--- src/rtl/pee_pkg.sv ---
// Shared constants, widths and types of the progress ETA estimator.
// Used by pee_div, pee_ring and progress_eta_estimator; depends on nothing.
`default_nettype none

package pee_pkg;

  // History and fixed-point format
  localparam int HISTORY_DEPTH   = 64;
  localparam int SLOPE_FRAC_BITS = 32;

  // Field widths
  localparam int PCT_W      = 7;
  localparam int STAMP_W    = 32;
  localparam int SLOPES_W   = 6;
  localparam int SEC_W      = 16;
  localparam int CFG_IDX_W  = 2;
  localparam int CFG_DATA_W = 16;

  // Derived widths
  localparam int SLOPE_W = PCT_W + SLOPE_FRAC_BITS;       // unsigned Q7.F slope
  localparam int RING_AW = $clog2(HISTORY_DEPTH);
  localparam int SCNT_W  = $clog2(HISTORY_DEPTH + 2);     // sample count up to depth+1
  localparam int CNT_W   = SLOPES_W + 1;                  // walk count up to max+1
  localparam int SUM_W   = SLOPE_W + CNT_W;
  localparam int MS_W    = 10;                            // 1000 fits in 10 bits
  localparam int NUM_W   = SUM_W;                         // divider dividend width
  localparam int DEN_W   = SLOPE_W + MS_W;                // divider divisor width
  localparam int DIV_CW  = $clog2(NUM_W + 1);

  // Percentage ceiling
  localparam logic [PCT_W-1:0] PCT_FULL = PCT_W'(100);

  // Slope validity window: 0.00001 to 100 percent per ms
  localparam longint unsigned FIX_ONE       = 64'd1 << SLOPE_FRAC_BITS;
  localparam longint unsigned SLOPE_MIN_VAL = (FIX_ONE + 64'd99999) / 64'd100000;
  localparam longint unsigned SLOPE_MAX_VAL = 64'd100 << SLOPE_FRAC_BITS;
  localparam logic [SLOPE_W-1:0] SLOPE_MIN  = SLOPE_W'(SLOPE_MIN_VAL);
  localparam logic [SLOPE_W-1:0] SLOPE_MAX  = SLOPE_W'(SLOPE_MAX_VAL);

  // Configuration register indexes
  localparam logic [CFG_IDX_W-1:0] REG_MIN_SLOPES  = 2'd0;
  localparam logic [CFG_IDX_W-1:0] REG_MAX_SLOPES  = 2'd1;
  localparam logic [CFG_IDX_W-1:0] REG_MIN_SECONDS = 2'd2;
  localparam logic [CFG_IDX_W-1:0] REG_MAX_SECONDS = 2'd3;

  // Configuration reset values
  localparam logic [SLOPES_W-1:0] MIN_SLOPES_RST  = SLOPES_W'(4);
  localparam logic [SLOPES_W-1:0] MAX_SLOPES_RST  = SLOPES_W'(10);
  localparam logic [SEC_W-1:0]    MIN_SECONDS_RST = SEC_W'(5);
  localparam logic [SEC_W-1:0]    MAX_SECONDS_RST = SEC_W'(3600);

  // Divider request and response
  typedef struct packed {
    logic             go;
    logic [NUM_W-1:0] num;
    logic [DEN_W-1:0] den;
  } div_req_t;

  typedef struct packed {
    logic             busy;
    logic             done;
    logic [NUM_W-1:0] quo;
    logic [DEN_W-1:0] rem;
  } div_rsp_t;

  // Slope ring write port
  typedef struct packed {
    logic               we;
    logic [RING_AW-1:0] addr;
    logic [SLOPE_W-1:0] data;
  } ring_wr_t;

endpackage

`default_nettype wire

--- src/rtl/pee_div.sv ---
// Shared restoring divider, one quotient bit per cycle.
// Depends on pee_pkg for widths and the request and response types.
`default_nettype none

module pee_div (
  input  wire logic              clk,
  input  wire logic              rst,
  input  wire pee_pkg::div_req_t req,
  output pee_pkg::div_rsp_t      rsp
);

  logic                          busy;
  logic                          done;
  logic [pee_pkg::DIV_CW-1:0]    steps;
  logic [pee_pkg::NUM_W-1:0]     dq;
  logic [pee_pkg::DEN_W-1:0]     rem;
  logic [pee_pkg::DEN_W-1:0]     den_r;
  logic [pee_pkg::DEN_W:0]       trial;
  logic [pee_pkg::DEN_W:0]       diff;
  logic                          take;

  // Shift in the next dividend bit and try the subtraction
  always_comb begin
    trial = {rem, dq[pee_pkg::NUM_W-1]};
    diff  = trial - {1'b0, den_r};
    take  = (trial >= {1'b0, den_r});
  end

  // Sequence control: count the steps, pulse done after the last one
  always_ff @(posedge clk) begin
    if (rst) begin
      busy  <= 1'b0;
      done  <= 1'b0;
      steps <= '0;
    end else begin
      done <= 1'b0;
      if (req.go) begin
        busy  <= 1'b1;
        steps <= pee_pkg::DIV_CW'(pee_pkg::NUM_W);
      end else if (busy) begin
        steps <= steps - 1'b1;
        if (steps == pee_pkg::DIV_CW'(1)) begin
          busy <= 1'b0;
          done <= 1'b1;
        end
      end
    end
  end

  // Datapath: dividend bits shift out as quotient bits shift in
  always_ff @(posedge clk) begin
    if (req.go) begin
      dq    <= req.num;
      rem   <= '0;
      den_r <= req.den;
    end else if (busy) begin
      dq  <= {dq[pee_pkg::NUM_W-2:0], take};
      rem <= take ? diff[pee_pkg::DEN_W-1:0] : trial[pee_pkg::DEN_W-1:0];
    end
  end

  assign rsp.busy = busy;
  assign rsp.done = done;
  assign rsp.quo  = dq;
  assign rsp.rem  = rem;

endmodule

`default_nettype wire

--- src/rtl/pee_ring.sv ---
// Slope history memory: one write port, one registered read port.
// Depends on pee_pkg for depth, widths and the write port type.
`default_nettype none

module pee_ring (
  input  wire logic                        clk,
  input  wire pee_pkg::ring_wr_t           wr,
  input  wire logic                        rd_en,
  input  wire logic [pee_pkg::RING_AW-1:0] rd_addr,
  output logic      [pee_pkg::SLOPE_W-1:0] rd_data
);

  logic [pee_pkg::SLOPE_W-1:0] mem [pee_pkg::HISTORY_DEPTH];

  // Store a new slope
  always_ff @(posedge clk) begin
    if (wr.we) begin
      mem[wr.addr] <= wr.data;
    end
  end

  // Read one slope per cycle while rd_en is high; the registered data follows in the next cycle
  always_ff @(posedge clk) begin
    if (rd_en) begin
      rd_data <= mem[rd_addr];
    end
  end

endmodule

`default_nettype wire

--- src/rtl/progress_eta_estimator.sv ---
// Progress ETA estimator: top level with the sequencer and configuration.
// Depends on pee_pkg, pee_div and pee_ring.
//
// Usage: the input channel (in_valid / in_stall) carries one sample per item:
// progress_pct, stamp_ms and clear_history. The output channel
// (out_valid / out_stall) returns one item per sample: accepted, remaining_s
// and slopes_used. Configuration registers are written through cfg_wr_en,
// cfg_index and cfg_data; the user must write them only while the block is
// idle, which the block itself does not enforce. One sample is worked at a
// time; in_stall is high from acceptance until the result has moved into
// the output register. A sample takes up to three divisions that hold the
// sequencer on the shared divider (slope, mean, seconds), a walk back
// through the stored slopes at one ring read per cycle, and the states
// idle, store, walk set-up, mean check, scale and done.
// A stalled result holds in the output register; the next sample may be
// accepted meanwhile and finishes only once that register is free.
// Reset (synchronous, active high) empties the history, zeroes the last
// sample and loads the default limits; the ring needs no clearing pass.
`default_nettype none

module progress_eta_estimator (
  input  wire logic                           clk,
  input  wire logic                           rst,
  // Input channel
  input  wire logic                           in_valid,
  output logic                                in_stall,
  input  wire logic [pee_pkg::PCT_W-1:0]      progress_pct,
  input  wire logic [pee_pkg::STAMP_W-1:0]    stamp_ms,
  input  wire logic                           clear_history,
  // Output channel
  output logic                                out_valid,
  input  wire logic                           out_stall,
  output logic                                accepted,
  output logic      [pee_pkg::SEC_W-1:0]      remaining_s,
  output logic      [pee_pkg::SLOPES_W-1:0]   slopes_used,
  // Configuration
  input  wire logic                           cfg_wr_en,
  input  wire logic [pee_pkg::CFG_IDX_W-1:0]  cfg_index,
  input  wire logic [pee_pkg::CFG_DATA_W-1:0] cfg_data
);

  localparam logic [3:0] S_IDLE   = 4'd0;
  localparam logic [3:0] S_SDIV   = 4'd1;
  localparam logic [3:0] S_WRITE  = 4'd2;
  localparam logic [3:0] S_WSTART = 4'd3;
  localparam logic [3:0] S_WALK   = 4'd4;
  localparam logic [3:0] S_MEAN   = 4'd5;
  localparam logic [3:0] S_MDIV   = 4'd6;
  localparam logic [3:0] S_SCALE  = 4'd7;
  localparam logic [3:0] S_QDIV   = 4'd8;
  localparam logic [3:0] S_DONE   = 4'd9;

  // Configuration registers
  logic [pee_pkg::SLOPES_W-1:0] min_slopes;
  logic [pee_pkg::SLOPES_W-1:0] max_slopes;
  logic [pee_pkg::SEC_W-1:0]    min_seconds;
  logic [pee_pkg::SEC_W-1:0]    max_seconds;

  // Sequencer and history state
  logic [3:0]                   state;
  logic [pee_pkg::PCT_W-1:0]    last_pct;
  logic [pee_pkg::STAMP_W-1:0]  last_stamp;
  logic [pee_pkg::SCNT_W-1:0]   sample_count;
  logic [pee_pkg::RING_AW-1:0]  ring_head;
  logic                         acc_r;
  logic [pee_pkg::SLOPE_W-1:0]  slope_r;
  logic [pee_pkg::RING_AW-1:0]  rd_pos;
  logic [pee_pkg::SCNT_W-1:0]   left;
  logic [pee_pkg::SUM_W-1:0]    sum;
  logic [pee_pkg::CNT_W-1:0]    cnt;
  logic                         walk_stop;
  logic                         pend;
  logic [pee_pkg::SLOPE_W-1:0]  mean_r;
  logic [pee_pkg::SEC_W-1:0]    res_rem;
  pee_pkg::div_req_t            div_req;
  pee_pkg::div_rsp_t            div_rsp;
  pee_pkg::ring_wr_t            ring_wr;

  // Combinational helpers
  logic [pee_pkg::PCT_W-1:0]    pct_c;
  logic [pee_pkg::PCT_W-1:0]    lp_eff;
  logic [pee_pkg::STAMP_W-1:0]  ls_eff;
  logic [pee_pkg::SCNT_W-1:0]   sc_eff;
  logic                         acc;
  logic [pee_pkg::PCT_W-1:0]    dy;
  logic [pee_pkg::STAMP_W-1:0]  dt;
  logic                         rd_en;
  logic [pee_pkg::RING_AW-1:0]  rd_addr;
  logic [pee_pkg::SLOPE_W-1:0]  rd_data;
  logic                         hit;
  logic [pee_pkg::CNT_W-1:0]    cnt_inc;
  logic [pee_pkg::DEN_W-1:0]    mean_ext;
  logic [pee_pkg::DEN_W-1:0]    den_ms;
  logic [pee_pkg::PCT_W-1:0]    pct_left;
  logic [pee_pkg::NUM_W-1:0]    min_sec_ext;
  logic [pee_pkg::NUM_W-1:0]    max_sec_ext;
  logic                         q_low;
  logic                         q_high;
  logic                         out_free;

  assign in_stall = (state != S_IDLE);
  assign out_free = !out_valid || !out_stall;

  // Judge the incoming sample against the (possibly cleared) history
  always_comb begin
    pct_c  = (progress_pct > pee_pkg::PCT_FULL) ? pee_pkg::PCT_FULL : progress_pct;
    lp_eff = clear_history ? '0 : last_pct;
    ls_eff = clear_history ? '0 : last_stamp;
    sc_eff = clear_history ? '0 : sample_count;
    acc    = (pct_c >= lp_eff);
    dy     = pct_c - lp_eff;
    dt     = stamp_ms - ls_eff;
  end

  // Walk back through the ring, one read per cycle
  always_comb begin
    rd_en   = (state == S_WALK) && (left != '0) && !walk_stop;
    rd_addr = (rd_pos == '0) ? pee_pkg::RING_AW'(pee_pkg::HISTORY_DEPTH - 1)
                             : rd_pos - 1'b1;
    hit     = pend && !walk_stop &&
              (rd_data >= pee_pkg::SLOPE_MIN) && (rd_data <= pee_pkg::SLOPE_MAX);
    cnt_inc = cnt + 1'b1;
  end

  // Scale the mean by 1000 as 1024 - 16 - 8; form the percent still to go
  always_comb begin
    mean_ext = pee_pkg::DEN_W'(mean_r);
    den_ms   = (mean_ext << 10) - (mean_ext << 4) - (mean_ext << 3);
    pct_left = pee_pkg::PCT_FULL - last_pct;
  end

  // Range check of the final quotient, exact for the upper bound
  always_comb begin
    min_sec_ext = pee_pkg::NUM_W'(min_seconds);
    max_sec_ext = pee_pkg::NUM_W'(max_seconds);
    q_low       = (div_rsp.quo < min_sec_ext);
    q_high      = (div_rsp.quo > max_sec_ext) ||
                  ((div_rsp.quo == max_sec_ext) && (div_rsp.rem != '0));
  end

  // Ring write of the new slope
  always_comb begin
    ring_wr.we   = (state == S_WRITE);
    ring_wr.addr = ring_head;
    ring_wr.data = slope_r;
  end

  pee_div u_div (
    .clk (clk),
    .rst (rst),
    .req (div_req),
    .rsp (div_rsp)
  );

  pee_ring u_ring (
    .clk     (clk),
    .wr      (ring_wr),
    .rd_en   (rd_en),
    .rd_addr (rd_addr),
    .rd_data (rd_data)
  );

  // Configuration writes
  always_ff @(posedge clk) begin
    if (rst) begin
      min_slopes  <= pee_pkg::MIN_SLOPES_RST;
      max_slopes  <= pee_pkg::MAX_SLOPES_RST;
      min_seconds <= pee_pkg::MIN_SECONDS_RST;
      max_seconds <= pee_pkg::MAX_SECONDS_RST;
    end else if (cfg_wr_en) begin
      case (cfg_index)
        pee_pkg::REG_MIN_SLOPES:  min_slopes  <= cfg_data[pee_pkg::SLOPES_W-1:0];
        pee_pkg::REG_MAX_SLOPES:  max_slopes  <= cfg_data[pee_pkg::SLOPES_W-1:0];
        pee_pkg::REG_MIN_SECONDS: min_seconds <= cfg_data[pee_pkg::SEC_W-1:0];
        pee_pkg::REG_MAX_SECONDS: max_seconds <= cfg_data[pee_pkg::SEC_W-1:0];
        default: ;
      endcase
    end
  end

  // Sequencer: judge, divide for the slope, store, walk, average, estimate
  always_ff @(posedge clk) begin
    if (rst) begin
      state        <= S_IDLE;
      last_pct     <= '0;
      last_stamp   <= '0;
      sample_count <= '0;
      ring_head    <= '0;
      walk_stop    <= 1'b0;
      pend         <= 1'b0;
      div_req.go   <= 1'b0;
    end else begin
      div_req.go <= 1'b0;
      case (state)
        S_IDLE: begin
          if (in_valid) begin
            acc_r <= acc;
            if (clear_history) begin
              ring_head <= '0;
            end
            if (acc) begin
              last_pct   <= pct_c;
              last_stamp <= stamp_ms;
              if (sc_eff != pee_pkg::SCNT_W'(pee_pkg::HISTORY_DEPTH + 1)) begin
                sample_count <= sc_eff + 1'b1;
              end else begin
                sample_count <= sc_eff;
              end
            end
            if (acc && (sc_eff != '0)) begin
              if (dt == '0) begin
                slope_r <= '0;
                state   <= S_WRITE;
              end else begin
                div_req.go  <= 1'b1;
                div_req.num <= pee_pkg::NUM_W'({dy, {pee_pkg::SLOPE_FRAC_BITS{1'b0}}});
                div_req.den <= pee_pkg::DEN_W'(dt);
                state       <= S_SDIV;
              end
            end else begin
              state <= S_WSTART;
            end
          end
        end
        S_SDIV: begin
          if (div_rsp.done) begin
            slope_r <= div_rsp.quo[pee_pkg::SLOPE_W-1:0];
            state   <= S_WRITE;
          end
        end
        S_WRITE: begin
          // advance the head past the slope just stored
          if (ring_head == pee_pkg::RING_AW'(pee_pkg::HISTORY_DEPTH - 1)) begin
            ring_head <= '0;
          end else begin
            ring_head <= ring_head + 1'b1;
          end
          state <= S_WSTART;
        end
        S_WSTART: begin
          left      <= (sample_count == '0) ? '0 : sample_count - 1'b1;
          rd_pos    <= ring_head;
          sum       <= '0;
          cnt       <= '0;
          walk_stop <= 1'b0;
          pend      <= 1'b0;
          state     <= S_WALK;
        end
        S_WALK: begin
          pend <= rd_en;
          if (rd_en) begin
            rd_pos <= rd_addr;
            left   <= left - 1'b1;
          end
          if (hit) begin
            sum <= sum + pee_pkg::SUM_W'(rd_data);
            cnt <= cnt_inc;
            if (cnt_inc > pee_pkg::CNT_W'(max_slopes)) begin
              walk_stop <= 1'b1;
            end
          end
          if (walk_stop || ((left == '0) && !pend)) begin
            pend  <= 1'b0;
            state <= S_MEAN;
          end
        end
        S_MEAN: begin
          if ((cnt == '0) || (cnt < pee_pkg::CNT_W'(min_slopes))) begin
            res_rem <= '0;
            state   <= S_DONE;
          end else begin
            div_req.go  <= 1'b1;
            div_req.num <= sum;
            div_req.den <= pee_pkg::DEN_W'(cnt);
            state       <= S_MDIV;
          end
        end
        S_MDIV: begin
          if (div_rsp.done) begin
            mean_r <= div_rsp.quo[pee_pkg::SLOPE_W-1:0];
            state  <= S_SCALE;
          end
        end
        S_SCALE: begin
          if (mean_r == '0) begin
            res_rem <= '0;
            state   <= S_DONE;
          end else begin
            div_req.go  <= 1'b1;
            div_req.num <= pee_pkg::NUM_W'({pct_left, {pee_pkg::SLOPE_FRAC_BITS{1'b0}}});
            div_req.den <= den_ms;
            state       <= S_QDIV;
          end
        end
        S_QDIV: begin
          if (div_rsp.done) begin
            res_rem <= (q_low || q_high) ? '0 : div_rsp.quo[pee_pkg::SEC_W-1:0];
            state   <= S_DONE;
          end
        end
        S_DONE: begin
          if (out_free) begin
            state <= S_IDLE;
          end
        end
        default: begin
          state <= S_IDLE;
        end
      endcase
    end
  end

  // Output register: load when free, drop once taken
  always_ff @(posedge clk) begin
    if (rst) begin
      out_valid <= 1'b0;
    end else if ((state == S_DONE) && out_free) begin
      out_valid <= 1'b1;
    end else if (out_valid && !out_stall) begin
      out_valid <= 1'b0;
    end
  end

  always_ff @(posedge clk) begin
    if ((state == S_DONE) && out_free) begin
      accepted    <= acc_r;
      remaining_s <= res_rem;
      slopes_used <= (cnt > pee_pkg::CNT_W'({pee_pkg::SLOPES_W{1'b1}}))
                     ? {pee_pkg::SLOPES_W{1'b1}} : cnt[pee_pkg::SLOPES_W-1:0];
    end
  end

  // The divider is never restarted while it is still working
  assert property (@(posedge clk) disable iff (rst) div_req.go |-> !div_rsp.busy)
    else $error("divider restarted while busy");

  // A slope is stored only when an earlier sample exists
  assert property (@(posedge clk) disable iff (rst)
    ring_wr.we |-> (sample_count != '0))
    else $error("slope stored without a previous sample");

  // The walk never counts beyond one more than max_slopes
  assert property (@(posedge clk) disable iff (rst)
    (state == S_WALK) |-> (cnt <= pee_pkg::CNT_W'(max_slopes) + 1'b1))
    else $error("walk counted past its limit");

  // A non-zero estimate always rests on enough slopes
  assert property (@(posedge clk) disable iff (rst)
    (out_valid && (remaining_s != '0)) |-> (slopes_used >= min_slopes))
    else $error("estimate given with too few slopes");

endmodule

`default_nettype wire

--- config.mk ---
export PLATFORM = sky130hd
export DESIGN_NAME = progress_eta_estimator
export DESIGN_NICKNAME = d
export VERILOG_FILES = /design/src/rtl/pee_pkg.sv /design/src/rtl/pee_div.sv /design/src/rtl/pee_ring.sv /design/src/rtl/progress_eta_estimator.sv
export SDC_FILE = /design/constraint.sdc
export NUM_CORES = 2
export LEC_CHECK = 0
export ABC_AREA = 1
export BUFFER_PORTS_ARGS = -buffer_cell sky130_fd_sc_hd__buf_4
export CORE_MARGIN = 1.5
export CORE_UTILIZATION = 60
export CTS_CLUSTER_SIZE = 20
export DETAILED_ROUTE_END_ITERATION = 8
export PLACE_DENSITY = 0.76
export SLEW_MARGIN = 20
export SYNTH_ARGS = -nofsm -noshare
export SYNTH_HDL_FRONTEND = slang
export SYNTH_HIERARCHICAL = 1
export SYNTH_SLANG_ARGS = --single-unit
export TNS_END_PERCENT = 1
--- constraint.sdc ---
create_clock -name clk -period 6.7 [get_ports clk]
set_input_delay 0.335 -clock clk [delete_from_list [all_inputs] [get_ports clk]]
set_output_delay 0.335 -clock clk [all_outputs]
set_load 0.01 [all_outputs]
# After elaboration in Yosys (flattened, before gate mapping)
# Memories as Yosys holds them, arrays and structs flattened. A register that Yosys moved wholly into a read port is not among the register bits.
# Cells that the tools add are included.
[word_totals] wordCells=212 n_memories=1 rom_bits=0 latchBits=0 output_inout_bits=25 ram_bits=2496 reg_bits=535
[mem_list] name="u_ring.mem" depth=64 word_bits=39 read_ports=1 rd_clocked_by_memory_dff=1 wr=1 line_no="pee_ring.sv:13" rtl="logic [pee_pkg::SLOPE_W-1:0] mem [pee_pkg::HISTORY_DEPTH];"
[classes] mux=64 n_lt_le_gt_ge=10 bitwise_logic=2 n_reduce_logical=55 n_shift=0 n_addsub=14 div_mod_pow=0 multipliers=0 eq_ne=33
[ops] op="$mux W96" n=5
[ops] op="$pmux W96 S3" n=1
[ops] op="$mux W39" n=4
[ops] op="$mux W46" n=3
[ops] op="$pmux W46 S2" n=1
[ops] op="$pmux W39 S2" n=1
[ops] op="$mux W16" n=4
[ops] op="$ge A50 B49 Y1" n=1
[ops] op="$mux W49" n=1
[ops] op="$mux W7" n=7
[ops] op="$reduce_bool A49 Y1" n=1
[ops] op="$sub A49 B42 Y49" n=1
[ops] op="$sub A49 B43 Y49" n=1
[ops] op="$sub A49 B49 Y49" n=1
[ops] op="$pmux W16 S3" n=1
[ops] op="$add A46 B39 Y46" n=1
[ops] op="$eq A46 B16 Y1" n=1
[ops] op="$gt A46 B16 Y1" n=1
[ops] op="$lt A46 B16 Y1" n=1
[ops] op="$mux W6" n=7
[ops] op="$pmux W4 S10" n=1
[ops] op="$ge A39 B16 Y1 const B" n=1
[ops] op="$le A39 B39 Y1 const B" n=1
[ops] op="$logic_not A39 Y1" n=1
[ops] op="other kinds (50)" n=130

# Logic depth before layout (Yosys ltp)
[logic_depth] ltp_word=7 ltp_mapped=23 mapped_depth_nobuf=22

# By module
# Netlist, hierarchy kept.
[by_module_without_submodules] module="pee_ring" seq_area_each_um2=76123.0 cells_per_inst=8251 n_inst=1 area_each_um2=101504.9
[by_module_without_submodules] module="progress_eta_estimator" seq_area_each_um2=10460.0 cells_per_inst=3278 n_inst=1 area_each_um2=25615.8
[by_module_without_submodules] module="pee_div" seq_area_each_um2=3993.8 cells_per_inst=1619 n_inst=1 area_each_um2=10714.0

# Worst setup path before layout
# Ideal clock, no wire load.
[synth_timing] path_kind="reg2reg" startpoint="register state[2]" endpoint="memory u_ring/mem[48][0] in the netlist's numbering, enable pin" slack_ns=1.140 arrival_ns=5.028 path_stages_with_launch=7 path_buffers=1 cell_sequence="dfxtp_1 > nor2_1 > inv_1 > nor3_2 > clkbuf_1 > inv_1 > nor4_1"
[synth_lines] item="from (decl)" line_no="progress_eta_estimator.sv:60" rtl="logic [3:0] state;"
[synth_lines] item="from (signal assigned)" line_no="progress_eta_estimator.sv:184" rtl="state <= S_IDLE;"
[synth_lines] item="from (signal assigned)" line_no="progress_eta_estimator.sv:213" rtl="state <= S_WRITE;"
[synth_lines] item="from (signal assigned)" line_no="progress_eta_estimator.sv:218" rtl="state <= S_SDIV;"
[synth_lines] item="to (decl)" line_no="pee_ring.sv:13"

# Worst setup path after layout
[layout_timing] startpoint="register rd_pos[0] in the netlist's numbering" endpoint="register u_ring/rd_data[9] in the netlist's numbering (read register of u_ring.mem) (data pin)"
[layout_between] elab_chain_len=2
[layout_lines] item="from (decl)" line_no="progress_eta_estimator.sv:67" rtl="logic [pee_pkg::RING_AW-1:0] rd_pos;"
[layout_lines] item="from (signal assigned)" line_no="progress_eta_estimator.sv:242" rtl="rd_pos <= ring_head;"
[layout_lines] item="from (signal assigned)" line_no="progress_eta_estimator.sv:252" rtl="rd_pos <= rd_addr;"
[layout_lines] item="$sub A6 B1 Y6 / $logic_not A6 Y1 (equally long branches)" line_no="progress_eta_estimator.sv:119, progress_eta_estimator.sv:118"
[layout_lines] item="$mux W6 (*)" line_no="progress_eta_estimator.sv:118" rtl="rd_addr = (rd_pos == '0) ? pee_pkg::RING_AW'(pee_pkg::HISTORY_DEPTH - 1)"
[layout_lines] item="via rd_addr, one bit" line_no="progress_eta_estimator.sv:88" rtl="logic [pee_pkg::RING_AW-1:0] rd_addr;"
[layout_lines] item="to (decl)" line_no="pee_ring.sv:10" rtl="output logic [pee_pkg::SLOPE_W-1:0] rd_data"
# The timed path passes the listed nets; every way through them passes the cells marked *.
# A chain may end at the register's enable or synchronous reset.

==> results.py <==
metrics = {
    "status": {
        "status": "finished with violations",
        "violations": "design-rule violations",
    },
    "drt": {
        "vias": 101000,
        "wl_met2_microns": 188000,
        "drc": 3,
        "wl_per_cell_microns": 24.6,
        "wl_microns": 405000,
        "drtPass1Iterations": 9,
        "wl_met1_microns": 152000,
        "antenna_left": 0,
        "drt-initial-drc-count": 13000,
        "route.met3.wl_microns": 46300,
        "highest_layer": "met5",
        "via_per_inst": 6.14,
    },
    "yosys": {
        "netlist_area_sq_um": 138000,
        "syn-num-nets": 13500,
        "post_synth.cell_area_avg_sq_um": 10.5,
        "syn_inst": 13100,
        "yosysWarnings": 6,
    },
    "timing": {
        "report.final.slew_viol_count": 0,
        "clock.fmax_mhz": 220,
        "layout_setup_ws_ns": 2.15,
        "tns_ns": 0,
        "setup_viol": 0,
        "holdWs_ns": 0.224,
        "slew-limit-headroom": 0.110,
        "hold_violations": 0,
        "rsz0062_at_grt": "false",
        "fin_crit_sh": 0.679,
        "clock_skew_ns": 0.103,
        "period_minus_slack_ns": 4.55,
        "tightest_slew_ns": 1.34,
    },
    "power_and_ir_drop": {
        "p_seq_frac": 0.457,
        "power_switching_w": 0.0151,
        "switching_share": 0.299,
        "ir_drop_mv": 0.247,
        "p_int_w": 0.0354,
        "pwr-share-comb": 0.192,
        "clockPowerShare": 0.351,
        "power_leakage_nw": 58.0,
        "p_per_area_nw_per_um2": 331,
    },
    "cts": {
        "cts_tree": "done",
        "insertion_delay_ns": 0.98,
        "numCtsBuffers": 326,
        "root_buffer": "clkbuf_16",
        "cts_sinks": 3070,
        "cts_max_level": 5,
        "cts.clk_slew.worst_paths_ns": 0.07,
        "clockBufferDepth": 4,
        "post_cts_buffers": 0,
    },
    "setup_path": {
        "crit_chain": "inv_1, ha_1, nand4_1, nand2_4, buf_4, buf_12, nand2_1, nand3_1, nand3_1, nand3_1, nand3_1, nand2_1, nand2_1, nand2_1",
        "cp.buffers_inverters": 3,
        "slowest_stage": "buf_12",
        "required_ns": 7.50,
        "critPathCaptureType": "register",
        "worstPathArrival_ns": 5.35,
        "cp_max_fo": 203,
        "cp_top_family": "simple AND/OR/NAND/NOR gates",
        "cp-start-kind": "register",
        "worst-setup-path-type": "register to register",
        "cpPeakStageDelay_ns": 0.61,
    },
    "layout": {
        "area_growth_pct": 10.6,
        "layout.nets": 13600,
        "mostFrequentLayoutCells": "nand2_1 (3985), edfxtp_1 (2909), nand3_1 (2534)",
        "drive_gt1_frac": 0.0673,
        "stdcell_count": 16500,
        "layout_commonest_cell": "nand2_1",
    },
    "grt": {
        "antenna_found_initial": 11,
        "grt_pass1_vias": 96900,
        "grt_pass1_wl_microns": 598000,
        "grt_usage": 0.345,
        "grt.overflow.total": 0,
        "grt_start_max_net_pins": 204,
    },
    "die": {
        "dieWidth_microns": 482,
        "dieArea_sq_um": 233000,
        "coreArea_sq_um": 228000,
        "initial_core_util": 0.605,
        "fp-row-count": 175,
        "die_h_microns": 482,
        "io_pins": 88,
    },
    "place": {
        "dp.cells": 15800,
        "pre_cts_ws_ns": 2.18,
        "post-dp-hpwl_microns": 241000,
        "gp_congestion": 0.936,
        "port_buffers": 87,
    },
    "worst_hold_path": {
        "hp-class": "input pin to register",
    },
    "run": {
        "maxCapViolations": 0,
    },
}
[power by group through the flow]
stage / clock (W) / combinational (W) / sequential (W)
final: 0.0177 / 0.00971 / 0.0231
after floorplan: 0 / 0.00614 / 0.0233
after CTS: 0.0178 / 0.00953 / 0.0231
after global routing: 0.0185 / 0.0106 / 0.0231
after global placement: 0 / 0.00921 / 0.0234
after detailed placement: 0 / 0.00941 / 0.0234
[metal layers]
layer  vias up  GRT usage
met5         -          0
met4         6      0.159
met3      1084     0.0688
met2      6232      0.545
met1     48300      0.464
li1      45400          -
[state kept, by name (all words and copies together), names as in the netlist, 39 cells and up]
| name | cells |
|---|---|
| sum | 46 |
| u_div/den_r | 49 |
| u_ring/rd_data | 39 |
| u_div/rem | 49 |
| slope_r | 39 |
| mean_r | 39 |
| u_div/dq | 46 |
| div_req | 96 |
| u_ring/mem | 2496 |
[path summary, 6_finish.rpt]
| kind | start | to | slack [ns] | cells past startpoint |
|---|---|---|---|---|
| min reg2reg | div_req[23]$_DFFE_PP_ | u_div/den_r[23]$_DFFE_PP_ | 0.39 | 0 |
| max reg2reg | rd_pos[0]$_DFFE_PP_ | u_ring/rd_data[9]$_DFFE_PP_ | 2.15 | 14 |
| min | cfg_data[0] | min_slopes[0]$_SDFFE_PP0P_ | 0.22 | 4 |
| max | rd_pos[0]$_DFFE_PP_ | u_ring/rd_data[9]$_DFFE_PP_ | 2.15 | 14 |
[worst reg2reg max path: cells and delay by family (launching register included)]
family / cells / cell delay (ns)
adders and majority gates: 1 / 0.16
buffers and inverters: 3 / 1.35
DFF: 1 / 0.43
and+or+nand+nor: 10 / 2.48
[stage by stage]
step | utilization | area (sq um) | total power [W]
floorplan | - | 138000 | 0.0295
global placement | 0.620 | 141000 | 0.0326
detailed placement | 0.620 | 141000 | 0.0329
CTS | 0.669 | 152000 | 0.0504
global route | 0.669 | 152000 | 0.0523
finish | 0.669 | 152000 | 0.0505
[final cells by class]
class	instances	area (sq um)
clock buffers	393	8540
fillers	16600	75500
multi-input cells	8512	40900
inverters	923	3520
flip-flops and latches	3070	90600
repair buffers	369	3360
well taps	3009	3760
diodes	4	10.0
clock inverters	174	1820
[repair_timing]
item                      CTS  global route
hold buffers               80             0
gates resized for setup     0             0
hold endpoints to repair  100             0
Note: power is estimated with default switching activity, not from simulation.
